## config.mk

```make
export PLATFORM = sky130hd
export DESIGN_NAME = ffha_ctrl
export DESIGN_NICKNAME = d
export VERILOG_FILES = /design/src/rtl/core/ffha_pkg.sv /design/src/rtl/core/ffha_ctrl.sv
export SDC_FILE = /design/constraint.sdc
export NUM_CORES = 1
export LEC_CHECK = 0
export ABC_AREA = 1
export BUFFER_PORTS_ARGS = -buffer_cell sky130_fd_sc_hd__buf_4
export CAP_MARGIN = 10
export CORE_MARGIN = 2
export CORE_UTILIZATION = 55
export CTS_CLUSTER_DIAMETER = 200
export DETAILED_ROUTE_END_ITERATION = 6
export PLACE_DENSITY = 0.8
export SYNTH_ARGS = -nofsm -noshare
export SYNTH_HDL_FRONTEND = slang
export SYNTH_SLANG_ARGS = --single-unit
```

## constraint.sdc

```tcl
create_clock -name clk -period 4.19 [get_ports clk]
set_input_delay 0.838 -clock clk [delete_from_list [all_inputs] [get_ports clk]]
set_output_delay 0.838 -clock clk [all_outputs]
set_load 0.01 [all_outputs]
```

## src/rtl/core/ffha_pkg.sv

```systemverilog
// Package for the first-fit heap allocator.
// Sizes, header format, status and function codes and small helpers.
// No dependencies.
`default_nettype none
package ffha_pkg;

  localparam int HEAP_GRANULES = 4096;
  localparam int GRANULE_BYTES = 8;
  localparam int GRAN_SHIFT    = $clog2(GRANULE_BYTES);

  localparam int ADDR_W  = 32;
  localparam int REQ_W   = 16;
  localparam int LIMIT_W = 13;
  localparam int IDX_W   = $clog2(HEAP_GRANULES);
  localparam int GRAN_W  = $clog2(HEAP_GRANULES + 1);
  localparam int WALK_W  = GRAN_W + 1;
  localparam int NEED_W  = REQ_W + 1 - GRAN_SHIFT;
  localparam int SUM_W   = ((NEED_W > WALK_W) ? NEED_W : WALK_W) + 2;
  localparam int OFF_W   = ADDR_W - GRAN_SHIFT;
  localparam int CFG_IDX_W = 1;

  localparam logic [CFG_IDX_W-1:0] CFG_HEAP_BASE  = 1'd0;
  localparam logic [CFG_IDX_W-1:0] CFG_HEAP_LIMIT = 1'd1;

  localparam logic FUNC_ALLOC = 1'b0;
  localparam logic FUNC_FREE  = 1'b1;

  localparam logic [1:0] ST_DONE = 2'd0;
  localparam logic [1:0] ST_ZERO = 2'd1;
  localparam logic [1:0] ST_OOM  = 2'd2;

  localparam logic [LIMIT_W-1:0] LIMIT_RESET = LIMIT_W'(HEAP_GRANULES);

  typedef struct packed {
    logic              used;
    logic [GRAN_W-1:0] size;
  } hdr_t;

  localparam int HDR_W = $bits(hdr_t);

  typedef struct packed {
    logic [ADDR_W-1:0]  heap_base;
    logic [LIMIT_W-1:0] heap_limit;
  } cfg_t;

  typedef struct packed {
    logic              valid;
    logic [1:0]        status;
    logic [ADDR_W-1:0] addr;
  } res_t;

  function automatic logic [GRAN_W-1:0] size_clamp(input logic [GRAN_W-1:0] s);
    return (s > GRAN_W'(HEAP_GRANULES)) ? GRAN_W'(HEAP_GRANULES) : s;
  endfunction

  function automatic logic [ADDR_W-1:0] payload_of(input logic [ADDR_W-1:0] base,
                                                    input logic [IDX_W-1:0]  idx);
    return base + ((ADDR_W'(idx) + ADDR_W'(1)) << GRAN_SHIFT);
  endfunction

endpackage
`default_nettype wire

```

## src/rtl/core/ffha_ctrl.sv

```systemverilog
// Request sequencer: first-fit walk, append, free and merge over the header RAM.
// Depends on ffha_pkg; drives one ffha_ram port pair.
`default_nettype none
module ffha_ctrl (
  input  wire logic                           clk,
  input  wire logic                           rst_n,
  input  wire ffha_pkg::cfg_t                 cfg,
  input  wire logic                           start,
  input  wire logic                           in_func,
  input  wire logic [ffha_pkg::REQ_W-1:0]     in_request_bytes,
  input  wire logic [ffha_pkg::ADDR_W-1:0]    in_block_address,
  input  wire logic                           in_address_valid,
  output logic                                busy,
  output ffha_pkg::res_t                      res,
  output logic                                ram_we,
  output logic      [ffha_pkg::IDX_W-1:0]     ram_waddr,
  output logic      [ffha_pkg::HDR_W-1:0]     ram_wdata,
  output logic      [ffha_pkg::IDX_W-1:0]     ram_raddr,
  input  wire logic [ffha_pkg::HDR_W-1:0]     ram_rdata
);
  import ffha_pkg::*;

  localparam logic [2:0] S_IDLE  = 3'd0;
  localparam logic [2:0] S_AREQ  = 3'd1;
  localparam logic [2:0] S_AEV   = 3'd2;
  localparam logic [2:0] S_FREQ0 = 3'd3;
  localparam logic [2:0] S_FEV0  = 3'd4;
  localparam logic [2:0] S_FREQ  = 3'd5;
  localparam logic [2:0] S_FEV   = 3'd6;

  logic [2:0]        state_r, state_nxt;
  logic [GRAN_W-1:0] top_r, top_nxt;
  logic [NEED_W-1:0] need_r, need_nxt;
  logic [IDX_W-1:0]  idx_r, idx_nxt;
  logic [WALK_W-1:0] cur_r, cur_nxt;
  logic [GRAN_W-1:0] total_r, total_nxt;
  res_t              res_r, res_nxt;

  hdr_t               rd;
  logic [GRAN_W-1:0]  rd_size;
  logic [NEED_W-1:0]  in_need;
  logic [REQ_W:0]     bytes_up;
  logic [ADDR_W-1:0]  off;
  logic [OFF_W-1:0]   fidx;
  logic               free_ok;
  logic [LIMIT_W-1:0] lim;
  logic [SUM_W-1:0]   app_end;
  logic [SUM_W-1:0]   merged;
  hdr_t               wr;

  assign rd      = hdr_t'(ram_rdata);
  assign rd_size = size_clamp(rd.size);

  assign bytes_up = {1'b0, in_request_bytes} + (REQ_W+1)'(GRANULE_BYTES - 1);
  assign in_need  = bytes_up[REQ_W:GRAN_SHIFT];

  assign off     = in_block_address - cfg.heap_base;
  assign fidx    = off[ADDR_W-1:GRAN_SHIFT] - OFF_W'(1);
  assign free_ok = (off[GRAN_SHIFT-1:0] == '0) && (off[ADDR_W-1:GRAN_SHIFT] != '0)
                   && (fidx < OFF_W'(top_r));

  assign lim     = (cfg.heap_limit < LIMIT_W'(HEAP_GRANULES)) ?
                   cfg.heap_limit : LIMIT_W'(HEAP_GRANULES);
  assign app_end = SUM_W'(top_r) + SUM_W'(need_r) + SUM_W'(1);
  assign merged  = SUM_W'(total_r) + SUM_W'(rd_size) + SUM_W'(1);

  assign ram_wdata = wr;

  // Writes only occur on the last cycle of a request; the next request's first
  // read comes only after the sequencer has returned to idle, so no read can meet a pending write.
  always_comb begin
    state_nxt = state_r;
    top_nxt   = top_r;
    need_nxt  = need_r;
    idx_nxt   = idx_r;
    cur_nxt   = cur_r;
    total_nxt = total_r;
    res_nxt   = '{valid: 1'b0, status: ST_DONE, addr: '0};
    ram_we    = 1'b0;
    ram_waddr = cur_r[IDX_W-1:0];
    ram_raddr = cur_r[IDX_W-1:0];
    wr        = '{used: 1'b1, size: rd.size};

    unique case (state_r)
      S_IDLE: begin
        if (start) begin
          if (in_func == FUNC_ALLOC) begin
            need_nxt = in_need;
            cur_nxt  = '0;
            if (in_need == '0) begin
              res_nxt.valid  = 1'b1;
              res_nxt.status = ST_ZERO;
            end else begin
              state_nxt = S_AREQ;
            end
          end else begin
            idx_nxt = fidx[IDX_W-1:0];
            if (in_address_valid && free_ok) begin
              state_nxt = S_FREQ0;
            end else begin
              res_nxt.valid = 1'b1;
            end
          end
        end
      end
      S_AREQ: begin
        if (cur_r < WALK_W'(top_r)) begin
          state_nxt = S_AEV;
        end else if (app_end <= SUM_W'(lim)) begin
          ram_we        = 1'b1;
          ram_waddr     = top_r[IDX_W-1:0];
          wr            = '{used: 1'b1, size: need_r[GRAN_W-1:0]};
          top_nxt       = GRAN_W'(app_end);
          res_nxt.valid = 1'b1;
          res_nxt.addr  = payload_of(cfg.heap_base, top_r[IDX_W-1:0]);
          state_nxt     = S_IDLE;
        end else begin
          res_nxt.valid  = 1'b1;
          res_nxt.status = ST_OOM;
          state_nxt      = S_IDLE;
        end
      end
      S_AEV: begin
        if (!rd.used && (SUM_W'(rd_size) >= SUM_W'(need_r))) begin
          ram_we        = 1'b1;
          wr            = '{used: 1'b1, size: rd.size};
          res_nxt.valid = 1'b1;
          res_nxt.addr  = payload_of(cfg.heap_base, cur_r[IDX_W-1:0]);
          state_nxt     = S_IDLE;
        end else begin
          cur_nxt   = cur_r + WALK_W'(rd_size) + WALK_W'(1);
          state_nxt = S_AREQ;
        end
      end
      S_FREQ0: begin
        ram_raddr = idx_r;
        state_nxt = S_FEV0;
      end
      S_FEV0: begin
        total_nxt = rd_size;
        cur_nxt   = WALK_W'(idx_r) + WALK_W'(rd_size) + WALK_W'(1);
        state_nxt = S_FREQ;
      end
      S_FREQ: begin
        ram_waddr = idx_r;
        wr        = '{used: 1'b0, size: total_r};
        if (cur_r < WALK_W'(top_r)) begin
          state_nxt = S_FEV;
        end else begin
          ram_we        = 1'b1;
          res_nxt.valid = 1'b1;
          state_nxt     = S_IDLE;
        end
      end
      S_FEV: begin
        ram_waddr = idx_r;
        wr        = '{used: 1'b0, size: total_r};
        if (!rd.used) begin
          total_nxt = (merged > SUM_W'(HEAP_GRANULES)) ? GRAN_W'(HEAP_GRANULES)
                                                       : GRAN_W'(merged);
          cur_nxt   = cur_r + WALK_W'(rd_size) + WALK_W'(1);
          state_nxt = S_FREQ;
        end else begin
          ram_we        = 1'b1;
          res_nxt.valid = 1'b1;
          state_nxt     = S_IDLE;
        end
      end
      default: begin
        state_nxt = S_IDLE;
      end
    endcase
  end

  always_ff @(posedge clk) begin
    if (!rst_n) begin
      state_r <= S_IDLE;
      top_r   <= '0;
      res_r   <= '0;
    end else begin
      state_r <= state_nxt;
      top_r   <= top_nxt;
      res_r   <= res_nxt;
    end
  end

  always_ff @(posedge clk) begin
    need_r  <= need_nxt;
    idx_r   <= idx_nxt;
    cur_r   <= cur_nxt;
    total_r <= total_nxt;
  end

  assign busy = (state_r != S_IDLE);
  assign res  = res_r;

endmodule
`default_nettype wire

```

* Word level (Yosys, flattened, before mapping)
Index checks and enable logic that the tools add are counted.
Storage, ports and cells: bits in registers 104, input port bits 112, output and inout port bits 75
Cells by class: multiplexer cells 44, equality and inequality tests 12, reductions and logical operators 19, add/sub/neg operators 15, bitwise gates (word level) 2, order comparisons 7
Operators by type and width (number):
- two-way mux 13 bit | 6
- adder 32 x 16 -> 32 bit | 2
- two-way mux 32 bit | 2
- one-hot mux 32 bit (2 select lines) | 1
- two-way mux 14 bit | 4
- one-hot mux 14 bit (4 select lines) | 1
- two-way mux 12 bit | 3
- two-way mux 35 bit | 1
- subtractor 32 bit | 1
- < comparator 29 x 13 -> 1 bit | 1
- nonzero test 29 bit | 1
- subtractor 29 x 1 -> 29 bit (second input constant) | 1
- adder 14 x 1 -> 14 bit (second input constant) | 2
- one-hot mux 14 bit (2 select lines) | 1
- adder 12 x 1 -> 13 bit (second input constant) | 2
- one-hot mux 13 bit (2 select lines) | 1
- two-way mux 3 bit | 8
- one-hot mux 12 bit (2 select lines) | 1
- one-hot mux 3 bit (7 select lines) | 1
- adder 16 x 3 -> 17 bit (second input constant) | 1
- adder 15 x 1 -> 16 bit (second input constant) | 1
- <= comparator 16 x 13 -> 1 bit | 1
- adder 13 x 14 -> 15 bit | 1
- adder 14 x 1 -> 15 bit (second input constant) | 1
- other kinds (30) | 54

* Longest topological paths before layout
Gate-level depths: netlist of the first run.
depth after elaboration 9, depth in mapped cells 34, depth with buffers taken out 33

* Worst setup path before layout of the first run
No wires, ideal clock.
path type register to output, start register top_r[0], end output port ram_waddr[6] (netlist bit), path slack -163 ps, path buffers 1, arrival 3515 ps, cell stages (with the launch flop) 25, cells stage by stage dfxtp_1 inv_1 ha_1 fa_1 nor2_1 a211oi_2 o21ai_1 nand2_1 nand2_1 nand2_1 nand2_1 nand3_1 nand2_1 xnor2_1 inv_1 ha_1 nand2_1 nor2_1 nand2_1 nor2_1 o2111ai_2 nor2_2 buf_2 nor2_1 o21ai_0
Between the ends: cells in the longest elaborated chain, start to end 6, elaborated cells on any way between the ends 7, those cells by class 2 x add/sub; 2 x order compare; 3 x mux
Ends and longest elaborated chain:
- start, declared | line ffha_ctrl.sv:32 | logic [GRAN_W-1:0] top_r, top_nxt;
- start signal, assigned | line ffha_ctrl.sv:182 | top_r <= top_nxt;
- adder 13 x 14 -> 15 bit | line ffha_ctrl.sv:64 | assign app_end = SUM_W'(top_r) + SUM_W'(need_r) + SUM_W'(1);
- adder 15 x 1 -> 16 bit | line ffha_ctrl.sv:64
- named net app_end[12] | line ffha_ctrl.sv:47 | logic [SUM_W-1:0] app_end;
- <= comparator 16 x 13 -> 1 bit | line ffha_ctrl.sv:109 | end else if (app_end <= SUM_W'(lim)) begin
- two-way mux 12 bit | line ffha_ctrl.sv:109
- two-way mux 12 bit | line ffha_ctrl.sv:107 | if (cur_r < WALK_W'(top_r)) begin
- one-hot mux 12 bit (2 select lines) | line ffha_ctrl.sv:84 | unique case (state_r)
- end, declared | line ffha_ctrl.sv:16 | output logic [ffha_pkg::IDX_W-1:0] ram_waddr,
The timed path passes the listed nets, and every way through them passes these cells.

* Worst setup path after layout of the first run
start register need_r[0], end output port ram_wdata[3] (netlist bit)
Between the ends: cells in the longest elaborated chain, start to end 6
Ends and longest elaborated chain:
- start, declared | line ffha_ctrl.sv:33 | logic [NEED_W-1:0] need_r, need_nxt;
- start signal, assigned | line ffha_ctrl.sv:188 | need_r <= need_nxt;
- adder 13 x 14 -> 15 bit | line ffha_ctrl.sv:64
- adder 15 x 1 -> 16 bit | line ffha_ctrl.sv:64
- named net app_end[8] | line ffha_ctrl.sv:47
- <= comparator 16 x 13 -> 1 bit | line ffha_ctrl.sv:109
- two-way mux 13 bit | line ffha_ctrl.sv:109
- two-way mux 13 bit | line ffha_ctrl.sv:107
- one-hot mux 14 bit (2 select lines) | line ffha_ctrl.sv:84
- end, declared | line ffha_ctrl.sv:17 | output logic [ffha_pkg::HDR_W-1:0] ram_wdata,
The timed path passes the listed nets, and every way through them passes these cells.

==> flow_summary.toml, run 1 <==
[run_status]
status = "finished with violations"
violations = "DRC, setup timing"

[place]
gp_congestion = 1.00
place_area_mm2 = 0.0172
dpl.hpwl_um = 41300
dp_cells = 2896
port_buffers = 186

[yosys]
syn_avg_cell_area_um2 = 6.32
synth.most_common_cell = "nand2_1"
yosys-top-cells-count = "nand2_1 (554), inv_1 (329), nor2_1 (250), a21oi_1 (178), ha_1 (162)"
async_reset_ff_share_pct = 0
yosys_warnings = 0
synth.top_cell.area_share_pct = 15.0
synth_nets = 2473
synth_edf_count = 53
ys.flop_type = "edfxtp_1"
synth_area_leaders = "nand2_1 (15%), ha_1 (15%), edfxtp_1 (11%), inv_1 (8.9%), dfxtp_1 (7.4%)"
synth_seq_cells = 104
synth_cell_type_count = 58
netlist_area_mm2 = 0.0138
syn_inst = 2192
seq_area_frac_synth_pct = 18.9
synth_top_area_cell = "nand2_1"

[global_route]
gr-usage-all-layers_pct = 37.9
grt_first_pass_wirelength_um = 79100
grt_max_degree = 45
overflow = 0
grt_pass1_vias = 16142
antenna_found_initial = 0

[setup_path]
endpoint_kind = "output port"
critPathArrivalTime_ns = 4.20
required_ns = 3.35
startpoint_type = "flop"
cp_slowest_stage_delay_ns = 0.38
cp_slowest_cell = "edfxtp_1"
crit_fanout = 7
path_class = "reg2out"
crit_chain = "inv_2 -> ha_4 -> fa_2 -> nor2_4 -> a211oi_2 -> o21ai_2 -> nand2_1 -> nand2_2 -> buf_4 -> xor2_1 -> ha_1 -> nand4_1 -> o221ai_2 -> a21oi_2 -> o2111ai_2 -> buf_4 -> nor2_4 -> clkinvlp_4 -> o21ai_1 -> o21ai_1 -> nand2_1 -> buf_6"

[clocking]
cts_tree = "built"
ctsLongestPathBuffers = 2
cts-root-buf = "clkbuf_16"
clk_latency_ns = 0.38
clkSinkCount = 104
cts_buffers = 9
htree_num_levels = 3
clk_pin_slew_ns = 0.08

[power]
power_density_mw_per_mm2 = 269
p_total_mw = 5.02
leakagePower_nw = 9.58
irDropWorstVdd_uv = 208

[routing]
route.top_layer_used = "met4"
met2_length_um = 25000
wl_um = 53400
first_pass_iters = 7
drt_iter0_drc = 1662
drcViolationCount = 2
wl_met3_um = 4150
wire_per_inst_um = 18.1
antenna_left = 0
via_per_inst = 5.70
m1WireLength_um = 20000
vias = 16860

[run]
drv_cap = 0

[timing]
skew_ns = 0.0234
rsz0062_at_grt = "true"
finalHoldViolCount = 0
setup_ws_ns = -0.849
fmax_mhz = 198
setup_violations = 26
post-route-period-util_pct = 120
max_slew_margin_pct = 32.6
min_period_ns = 5.04
hold_ws_ns = 0.636
drv_slew = 0
tightest_slew_ns = 1.01

[die]
core_area_mm2 = 0.0250
initial_core_util_pct = 55.5
die_width_um = 163
row_count = 58
dieHeight_um = 163
die-area_mm2 = 0.0265
pin_count = 187

[final_layout]
fin_area_mm2 = 0.0186
num_antenna_cells = 0
area_delta_synth_final_pct = 34.6
drive_gt1_share_pct = 26.2
final_cells = 2957
utilization_pct = 74.6
layout.nets = 2903

[hold_path]
min_path_type = "reg2reg"
where the power goes:
group / leakage, nW / internal (mW) / switching, mW
Sequential: 0.912 / 1.15 / 0.0725
Clock: 0.146 / 0.449 / 0.463
Combinational: 8.52 / 1.24 / 1.65
Total: 9.58 / 2.84 / 2.18
path summary, 6_finish.rpt:
| path | from | to | slack, ns | depth (start not counted) |
|---|---|---|---|---|
| setup / recovery | need_r[0] | ram_wdata[3] | -0.85 | 22 |
| hold / removal | top_r[0] | top_r[0] | 0.64 | 3 |
| hold reg to reg | top_r[0] | top_r[0] | 0.64 | 3 |
| setup reg to reg | need_r[0] | res[4] | 0.10 | 23 |
repair_timing:
| action | in CTS | in global routing |
|---|---|---|
| gates resized for setup | 74 | 104 |
| hold buffers | 0 | 0 |
| setup endpoints to repair | 29 | 85 |
| pin swaps | 28 | 66 |
| gates cloned | 2 | 2 |
| buffers inserted | 27 | 16 |
cells by family (layout without fill, tap and decap cells):
| logic type | count (synthesis) | in the layout | share of synthesized area, % |
|---|---|---|---|
| AO/OA/AOI/OAI | 349 | 349 | 13.9 |
| adder cells (fa/ha/maj) | 169 | 169 | 15.7 |
| flip-flops | 104 | 104 | 18.9 |
| XOR/XNOR | 110 | 110 | 6.96 |
| AND/OR/NAND/NOR | 1082 | 1082 | 34.2 |
| buffers and inverters | 378 | 813 | 10.4 |
layout make-up:
type	count	area [um2]
inverters	349	1320
flip-flops and latches	104	2610
clock inverters	5	50.0
repair inverters	1	7.51
well taps	330	413
repair buffers	447	3520
multi-input cells	1710	10500
clock buffers	11	253
fillers	2008	6330
routing by layer:
layer  vias to the layer above  track usage [%]
li1                       7993                -
met1                      7684             43.1
met2                       913             66.2
met3                       270             4.48
met4                         0             26.8
met5                         -                0
placed cells by master, fill, tap and decap left out, types with 6 or more instances in the layout:
master,synthesis,layout
nand2_1,554,525
buf_4,0,426
inv_1,329,322
nor2_1,250,231
a21oi_1,178,167
ha_1,162,149
nand3_1,125,117
xor2_1,89,80
o21ai_0,93,60
edfxtp_1,53,53
dfxtp_1,51,50
nand2_2,27,49
nor3_1,30,30
nand4_1,30,30
o21ai_1,16,29
nor2_2,10,24
inv_2,16,20
xnor2_1,21,19
o21ai_2,0,19
nand3_2,12,19
nor2_4,10,15
buf_6,1,14
a21oi_2,3,13
ha_4,0,12
nand2_4,4,11
a22oi_1,11,11
clkbuf_16,0,11
o21bai_1,9,9
nor4_1,10,8
xor2_2,0,7
o22ai_1,7,7
o211ai_1,6,6
worst max-delay path, delay by kind of cell (launching register included):
kind | cells | cell delay, ns
flip-flops | 1 | 0.38
AO/OA/AOI/OAI | 7 | 0.93
XOR/XNOR | 1 | 0.26
buffers and inverters | 5 | 0.69
adder cells (fa/ha/maj) | 3 | 0.84
AND/OR/NAND/NOR | 6 | 0.71
state kept, by name (all words and copies together) (netlist names):
signal	cells
res	35
cur_r	14
need_r	14
top_r	13
total_r	13
idx_r	12
state_r	3
per-stage QoR:
stage          setup slack (ns)  TNS, ns
4_1_cts                  -0.636   -15.55
3_5_place_dp             -0.546   -14.82
6_report                 -0.849   -20.38
5_1_grt                   -1.00   -25.22
2_1_floorplan           0.00955        0
3_3_place_gp             -0.365    -8.21
Note: power is estimated with default switching activity, not from simulation.
==> run 2, diff against run 1 <==
--- a/config.mk
+++ b/config.mk
@@ -5,14 +5,13 @@
 export SDC_FILE = /design/constraint.sdc
 export NUM_CORES = 1
 export LEC_CHECK = 0
-export ABC_AREA = 1
 export BUFFER_PORTS_ARGS = -buffer_cell sky130_fd_sc_hd__buf_4
 export CAP_MARGIN = 10
 export CORE_MARGIN = 2
-export CORE_UTILIZATION = 55
+export CORE_UTILIZATION = 54
 export CTS_CLUSTER_DIAMETER = 200
 export DETAILED_ROUTE_END_ITERATION = 6
-export PLACE_DENSITY = 0.8
+export PLACE_DENSITY = 0.79
 export SYNTH_ARGS = -nofsm -noshare
 export SYNTH_HDL_FRONTEND = slang
 export SYNTH_SLANG_ARGS = --single-unit
==> constraint.sdc (replaced) <==
create_clock -name clk -period 4.19 [get_ports clk]
set_input_delay 0.419 -clock clk [delete_from_list [all_inputs] [get_ports clk]]
set_output_delay 0.419 -clock clk [all_outputs]
set_load 0.01 [all_outputs]
==> run 2 against run 1 <==
Effect of this change:
- worst setup slack got worse by 0.13 ns
- via count fell by 17%
- clock skew fell by 0.016 ns
- global-route usage rose by 0.84 points
- die area fell by 9.8%
- critical path type unchanged
- synthesized cell count fell by 29%
- count of clock-buffer cells in the layout fell by 1
- total power fell by 12%
- largest cell class unchanged
- the run ends with setup timing left
- sequential share of layout area rose by 1.6 points
- core utilization barely moved
- register-to-register slack got worse by 0.71 ns
==> flow_summary.toml, run 2 <==
[yosys]
synth_nets = 1835
synth.most_common_cell = "nand2_1"
ys.flop_type = "edfxtp_1"
syn_avg_cell_area_um2 = 7.87
synth.top_cell.area_share_pct = 16.6
seq_area_frac_synth_pct = 21.4
synth_area_leaders = "ha_1 (17%), edfxtp_1 (13%), dfxtp_1 (8.3%), xnor2_1 (5.7%), nand2_1 (5.0%)"
synth_seq_cells = 104
syn_inst = 1554
yosys_warnings = 0
async_reset_ff_share_pct = 0
synth_top_area_cell = "ha_1"
yosys-top-cells-count = "nand2_1 (163), ha_1 (162), inv_1 (127), nor2_1 (114), o21ai_0 (99)"
netlist_area_mm2 = 0.0122
synth_edf_count = 53
synth_cell_type_count = 80

[power]
p_clk_share_pct = 19.6
swShare_pct = 40.1
switchingPower_mw = 1.77
power_density_mw_per_mm2 = 264
p_seq_share_pct = 27.7
p_total_mw = 4.42
internal_power_mw = 2.65
leakagePower_nw = 7.74
irDropWorstVdd_uv = 198
power_frac_comb_pct = 52.7

[timing]
skew_ns = 0.00771
min_period_ns = 5.17
rsz0062_at_grt = "true"
fmax_mhz = 193
drv_slew = 0
max_slew_margin_pct = 21.1
finalHoldViolCount = 0
tightest_slew_ns = 1.18
setup_violations = 74
setup_ws_ns = -0.983
post-route-period-util_pct = 123
hold_ws_ns = 0.253

[die]
core_area_mm2 = 0.0224
initial_core_util_pct = 54.5
die-area_mm2 = 0.0239
pin_count = 187
die_width_um = 155
row_count = 55
dieHeight_um = 155

[global_route]
gr-usage-all-layers_pct = 38.8
overflow = 0
antenna_found_initial = 0
grt_first_pass_wirelength_um = 73100
grt_max_degree = 22
grt_pass1_vias = 13643

[place]
dpl.hpwl_um = 36200
gp_congestion = 1.02
dp_cells = 2196
port_buffers = 186
place_area_mm2 = 0.0156

[setup_path]
critPathArrivalTime_ns = 4.75
startpoint_type = "flop"
r2r-end = "res[25]"
crit_fanout = 3
regToRegSetupSlack_ns = -0.61
r2r_start = "top_r[2]"
required_ns = 3.77
endpoint_kind = "output port"
path_class = "reg2out"
reg2reg_depth = 22

[clocking]
htree_num_levels = 3
cts_buffers = 9
clk_latency_ns = 0.37
ctsLongestPathBuffers = 2
cts_tree = "built"
clk_pin_slew_ns = 0.08
cts-root-buf = "clkbuf_16"
clkSinkCount = 104

[hold_path]
min_path_cells = 2
hp-start = "cfg[37]"
min_path_type = "in2reg"
min_to = "res[24]"

[final_layout]
layout_commonest_cell = "buf_4"
drive_gt1_share_pct = 29.0
final_cell_mix = "buf_4 (397), nand2_1 (154), ha_1 (154), inv_1 (122), nor2_1 (108)"
layout.nets = 2236
utilization_pct = 74.7
largest_reg_flops = 35
final_cells = 2246
fin_area_mm2 = 0.0168
area_delta_synth_final_pct = 37.0

[run_status]
status = "finished with violations"
violations = "setup timing"

[routing]
first_pass_iters = 6
antenna_left = 0
wl_um = 47300
vias = 14044
wire_per_inst_um = 21.1
drcViolationCount = 0
via_per_inst = 6.25
drt_iter0_drc = 1394

[run]
drv_cap = 0
-- run 2: cell type report --
class	instances	area, um2
multi-input combinational	1283	9560
fill	1658	5680
timing repair buffer	430	3460
sequential	104	2610
inverter	127	484
tap	285	357
clock buffer	10	229
clock inverter	6	52.6
antenna	1	2.50
-- run 2: worst max-delay path by stage --
| stage | startpoint | endpoint | slack [ns] | cells past startpoint |
|---|---|---|---|---|
| after global placement | cfg[14] | state_r[1] | -0.58 | 22 |
| after floorplan | need_r[0] | ram_waddr[11] | -0.30 | 25 |
| after detailed placement | need_r[1] | ram_wdata[0] | -0.72 | 21 |
| after CTS | need_r[0] | ram_waddr[1] | -0.86 | 25 |
| after global routing | need_r[0] | ram_wdata[11] | -1.08 | 24 |
| final | top_r[2] | ram_wdata[12] | -0.98 | 20 |
-- run 2: worst max-delay path, stage by stage, from the launching register on --
cell	delay, ns
dfxtp_1	0.48
ha_4	0.27
nor2b_2	0.16
o21ai_1	0.16
nand2b_1	0.11
a21o_1	0.19
a21o_1	0.18
a31o_4	0.22
a21o_1	0.18
a21oi_2	0.16
xnor2_2	0.14
ha_1	0.28
a21o_1	0.20
a2111oi_4	0.31
o21ai_1	0.14
a31o_4	0.28
nor2b_2	0.23
nand2_1	0.11
mux2i_1	0.14
a31oi_1	0.26
buf_4	0.17
-- run 2: timing repair --
action / CTS / global route
endpoints found under the setup margin: 75 / 81
gates resized for setup: 101 / 31
gates cloned: 4 / 1
hold buffers: 0 / 0
pin swaps: 29 / 24
endpoints found under the hold margin: 0 / 0
setup buffers: 22 / 10
-- run 2: metal layers --
| layer | part of all wire [%] | vias up | track usage (%) |
|---|---|---|---|
| met5 | 0 | - | 0 |
| met4 | 5.6 | 0 | 19.7 |
| met3 | 9.9 | 202 | 7.51 |
| met2 | 45 | 783 | 63.2 |
| met1 | 39 | 6570 | 49.0 |
| li1 | - | 6489 | - |
-- run 2: through the flow --
step           setup WS [ns]  setup TNS [ns]
6_report              -0.983          -45.80
2_1_floorplan         -0.303           -8.95
5_1_grt                -1.08          -55.35
3_3_place_gp          -0.584          -23.50
3_5_place_dp          -0.717          -33.66
4_1_cts               -0.865          -37.21
-- run 2: cell families (layout without fill, tap and decap cells) --
family,count (synthesis),in the layout,synth area share (%)
xor gates and xnor gates,113,113,8.09
buffers and inverters,169,573,5.29
DFF,104,104,21.4
muxes,17,17,1.50
AOI/OAI and AO/OA,451,451,24.6
and+or+nand+nor,531,533,21.5
adders and majority gates,169,169,17.7
other,0,1,0
-- run 2: power by group through the flow --
stage	Clock, mW	Sequential, mW	Combinational (mW)
finish	0.865	1.23	2.33
global route	0.897	1.23	2.51
CTS	0.858	1.22	2.21
detailed placement	0	1.24	2.08
global placement	0	1.24	2.02
floorplan	0	1.21	1.24
==> run 3, diff against run 2 <==
--- a/config.mk
+++ b/config.mk
@@ -5,13 +5,15 @@
 export SDC_FILE = /design/constraint.sdc
 export NUM_CORES = 1
 export LEC_CHECK = 0
+export ABC_AREA = 1
 export BUFFER_PORTS_ARGS = -buffer_cell sky130_fd_sc_hd__buf_4
 export CAP_MARGIN = 10
 export CORE_MARGIN = 2
-export CORE_UTILIZATION = 54
+export CORE_UTILIZATION = 55
 export CTS_CLUSTER_DIAMETER = 200
 export DETAILED_ROUTE_END_ITERATION = 6
-export PLACE_DENSITY = 0.79
+export PLACE_DENSITY = 0.8
+export SKIP_LAST_GASP = 1
 export SYNTH_ARGS = -nofsm -noshare
 export SYNTH_HDL_FRONTEND = slang
 export SYNTH_SLANG_ARGS = --single-unit
==> run 3 against run 2 <==
Effect of this change:
- the run still ends with setup timing left
- die area up 11%
- sequential share of layout area down 0.71 points
- global-route usage is 0.42 points lower
- clock power increased by 10%
- hold slack better by 0.029 ns
- critical path depth up 6
- clock skew rose by 0.011 ns
- critical endpoint is now ram_wdata[4]
- highest routed layer unchanged
==> flow_summary.toml, run 3 (same netlist as run 1, synthesis figures left out) <==
[power]
swShare_pct = 43.5
leakagePower_nw = 8.99
power_frac_comb_pct = 55.1
internal_power_mw = 2.74
p_clk_share_pct = 19.6
power_density_mw_per_mm2 = 276
irDropWorstVdd_uv = 177
p_seq_share_pct = 25.3
switchingPower_mw = 2.11

[global_route]
grt_first_pass_wirelength_um = 79100
antenna_found_initial = 0
grt_pass1_vias = 15190
gr-usage-all-layers_pct = 38.3
grt_max_degree = 39
overflow = 0

[setup_path]
startpoint = "need_r[0]"
r2r_start = "need_r[0]"
crit_fanout = 6
endpoint = "ram_wdata[4]"
regToRegSetupSlack_ns = 0.04
r2r-end = "res[27]"
startpoint_type = "flop"
reg2reg_depth = 26
path_class = "reg2out"
endpoint_kind = "output port"
required_ns = 3.77
critPathArrivalTime_ns = 4.18

[die]
initial_core_util_pct = 55.5
pin_count = 187
row_count = 58
core_area_mm2 = 0.0250
dieHeight_um = 163
die-area_mm2 = 0.0265
die_width_um = 163

[clocking]
cts_buffers = 9
clk_latency_ns = 0.37
htree_num_levels = 3
cts_tree = "built"
ctsHoldBuffers = 0
clkSinkCount = 104
ctsLongestPathBuffers = 2
clk_pin_slew_ns = 0.08
cts-root-buf = "clkbuf_16"

[routing]
vias = 16121
drt_iter0_drc = 1387
wire_per_inst_um = 18.4
drcViolationCount = 0
via_per_inst = 5.68
antenna_left = 0
first_pass_iters = 6
wl_um = 52300

[place]
place_area_mm2 = 0.0163
dpl.hpwl_um = 41600
pre_cts_ws_ns = -0.140
gp_congestion = 1.03
dp_cells = 2782
port_buffers = 186

[final_layout]
largest_reg_flops = 35
layout.nets = 2783
multi_input_area_mm2 = 0.0103
layout_commonest_cell = "nand2_1"
fillerInstances = 2144
final_cells = 2839
fin_area_mm2 = 0.0176
regArea_mm2 = 0.00261
area_delta_synth_final_pct = 26.9
final_cell_mix = "nand2_1 (530), inv_1 (326), buf_4 (308), nor2_1 (241), a21oi_1 (172)"
drive_gt1_share_pct = 21.3

[timing]
max_slew_margin_pct = 22.1
setup_violations = 26
setup_ws_ns = -0.411
min_period_ns = 4.60
fmax_mhz = 217
finalHoldViolCount = 0
drv_slew = 0
post-route-period-util_pct = 110
setup-tns-final_ns = -8.77
tightest_slew_ns = 1.16
rsz0062_at_grt = "true"
skew_ns = 0.0189
hold_ws_ns = 0.281

[run_status]
violations = "setup timing"
status = "finished with violations"

[run]
drv_cap = 0

[hold_path]
min_path_type = "in2reg"
-- run 3: area by class of cell --
cell class              count  share of cell area, %
well taps                 330                   2.35
diodes                      2                 0.0285
clock buffers              10                   1.42
inverters                 349                   7.49
clock inverters             6                  0.406
flip-flops and latches    104                   14.9
repair buffers            328                   14.7
multi-input cells        1710                   58.8
-- run 3: metrics by stage --
step / utilization (%) / total power [mW]
floorplan: - / 2.67
CTS: 68.5 / 4.62
global placement: 65.3 / 3.45
detailed placement: 65.3 / 3.50
finish: 70.4 / 4.85
global route: 70.3 / 5.12
-- run 3: what timing repair did --
item	CTS	global route
gates resized for setup	65	105
gates cloned	2	0
endpoints found under the hold margin	0	0
pin swaps	16	42
setup buffers	32	11
setup endpoints to repair	26	59
-- run 3: how the worst min path moves through the flow --
stage / cells past startpoint / start / to
6_report: 2 / in_func / res[32]
3_3_place_gp: 2 / top_r[5] / top_r[5]
3_5_place_dp: 2 / top_r[5] / top_r[5]
2_1_floorplan: 2 / top_r[5] / top_r[5]
4_1_cts: 2 / in_func / res[32]
5_1_grt: 2 / in_func / res[32]
-- run 3: worst max-delay path: stages, from the launching register on --
cell        delay [ns]
edfxtp_1          0.38
inv_2             0.06
ha_4              0.17
fa_2              0.36
nor2_4            0.13
a211oi_4          0.05
o21ai_2           0.13
nand2_1           0.07
nand2_1           0.07
nand2_1           0.07
nand2_2           0.10
nand3_2           0.08
nand2_2           0.09
xnor2_2           0.13
inv_2             0.07
ha_4              0.27
nand2_2           0.05
nor2_1            0.15
nand2_1           0.13
nor2_4            0.13
o2111ai_4         0.20
nor2_4            0.21
clkinvlp_4        0.18
buf_6             0.18
o21ai_2           0.14
nand2_2           0.08
buf_6             0.12
-- run 3: per-layer routing --
metal,global-route usage (%),vias to the layer above,routed length [um]
met4,20.3,0,3020
met2,66.2,815,24500
li1,-,7761,-
met3,6.42,192,4320
met1,45.7,7353,20500
met5,0,-,0
-- run 3: power by group through the flow --
| stage | clock [mW] | sequential (mW) | combinational [mW] |
|---|---|---|---|
| final | 0.953 | 1.23 | 2.67 |
| after global routing | 0.980 | 1.23 | 2.91 |
| after floorplan | 0 | 1.22 | 1.45 |
| after global placement | 0 | 1.24 | 2.21 |
| after detailed placement | 0 | 1.24 | 2.26 |
| after CTS | 0.949 | 1.22 | 2.45 |
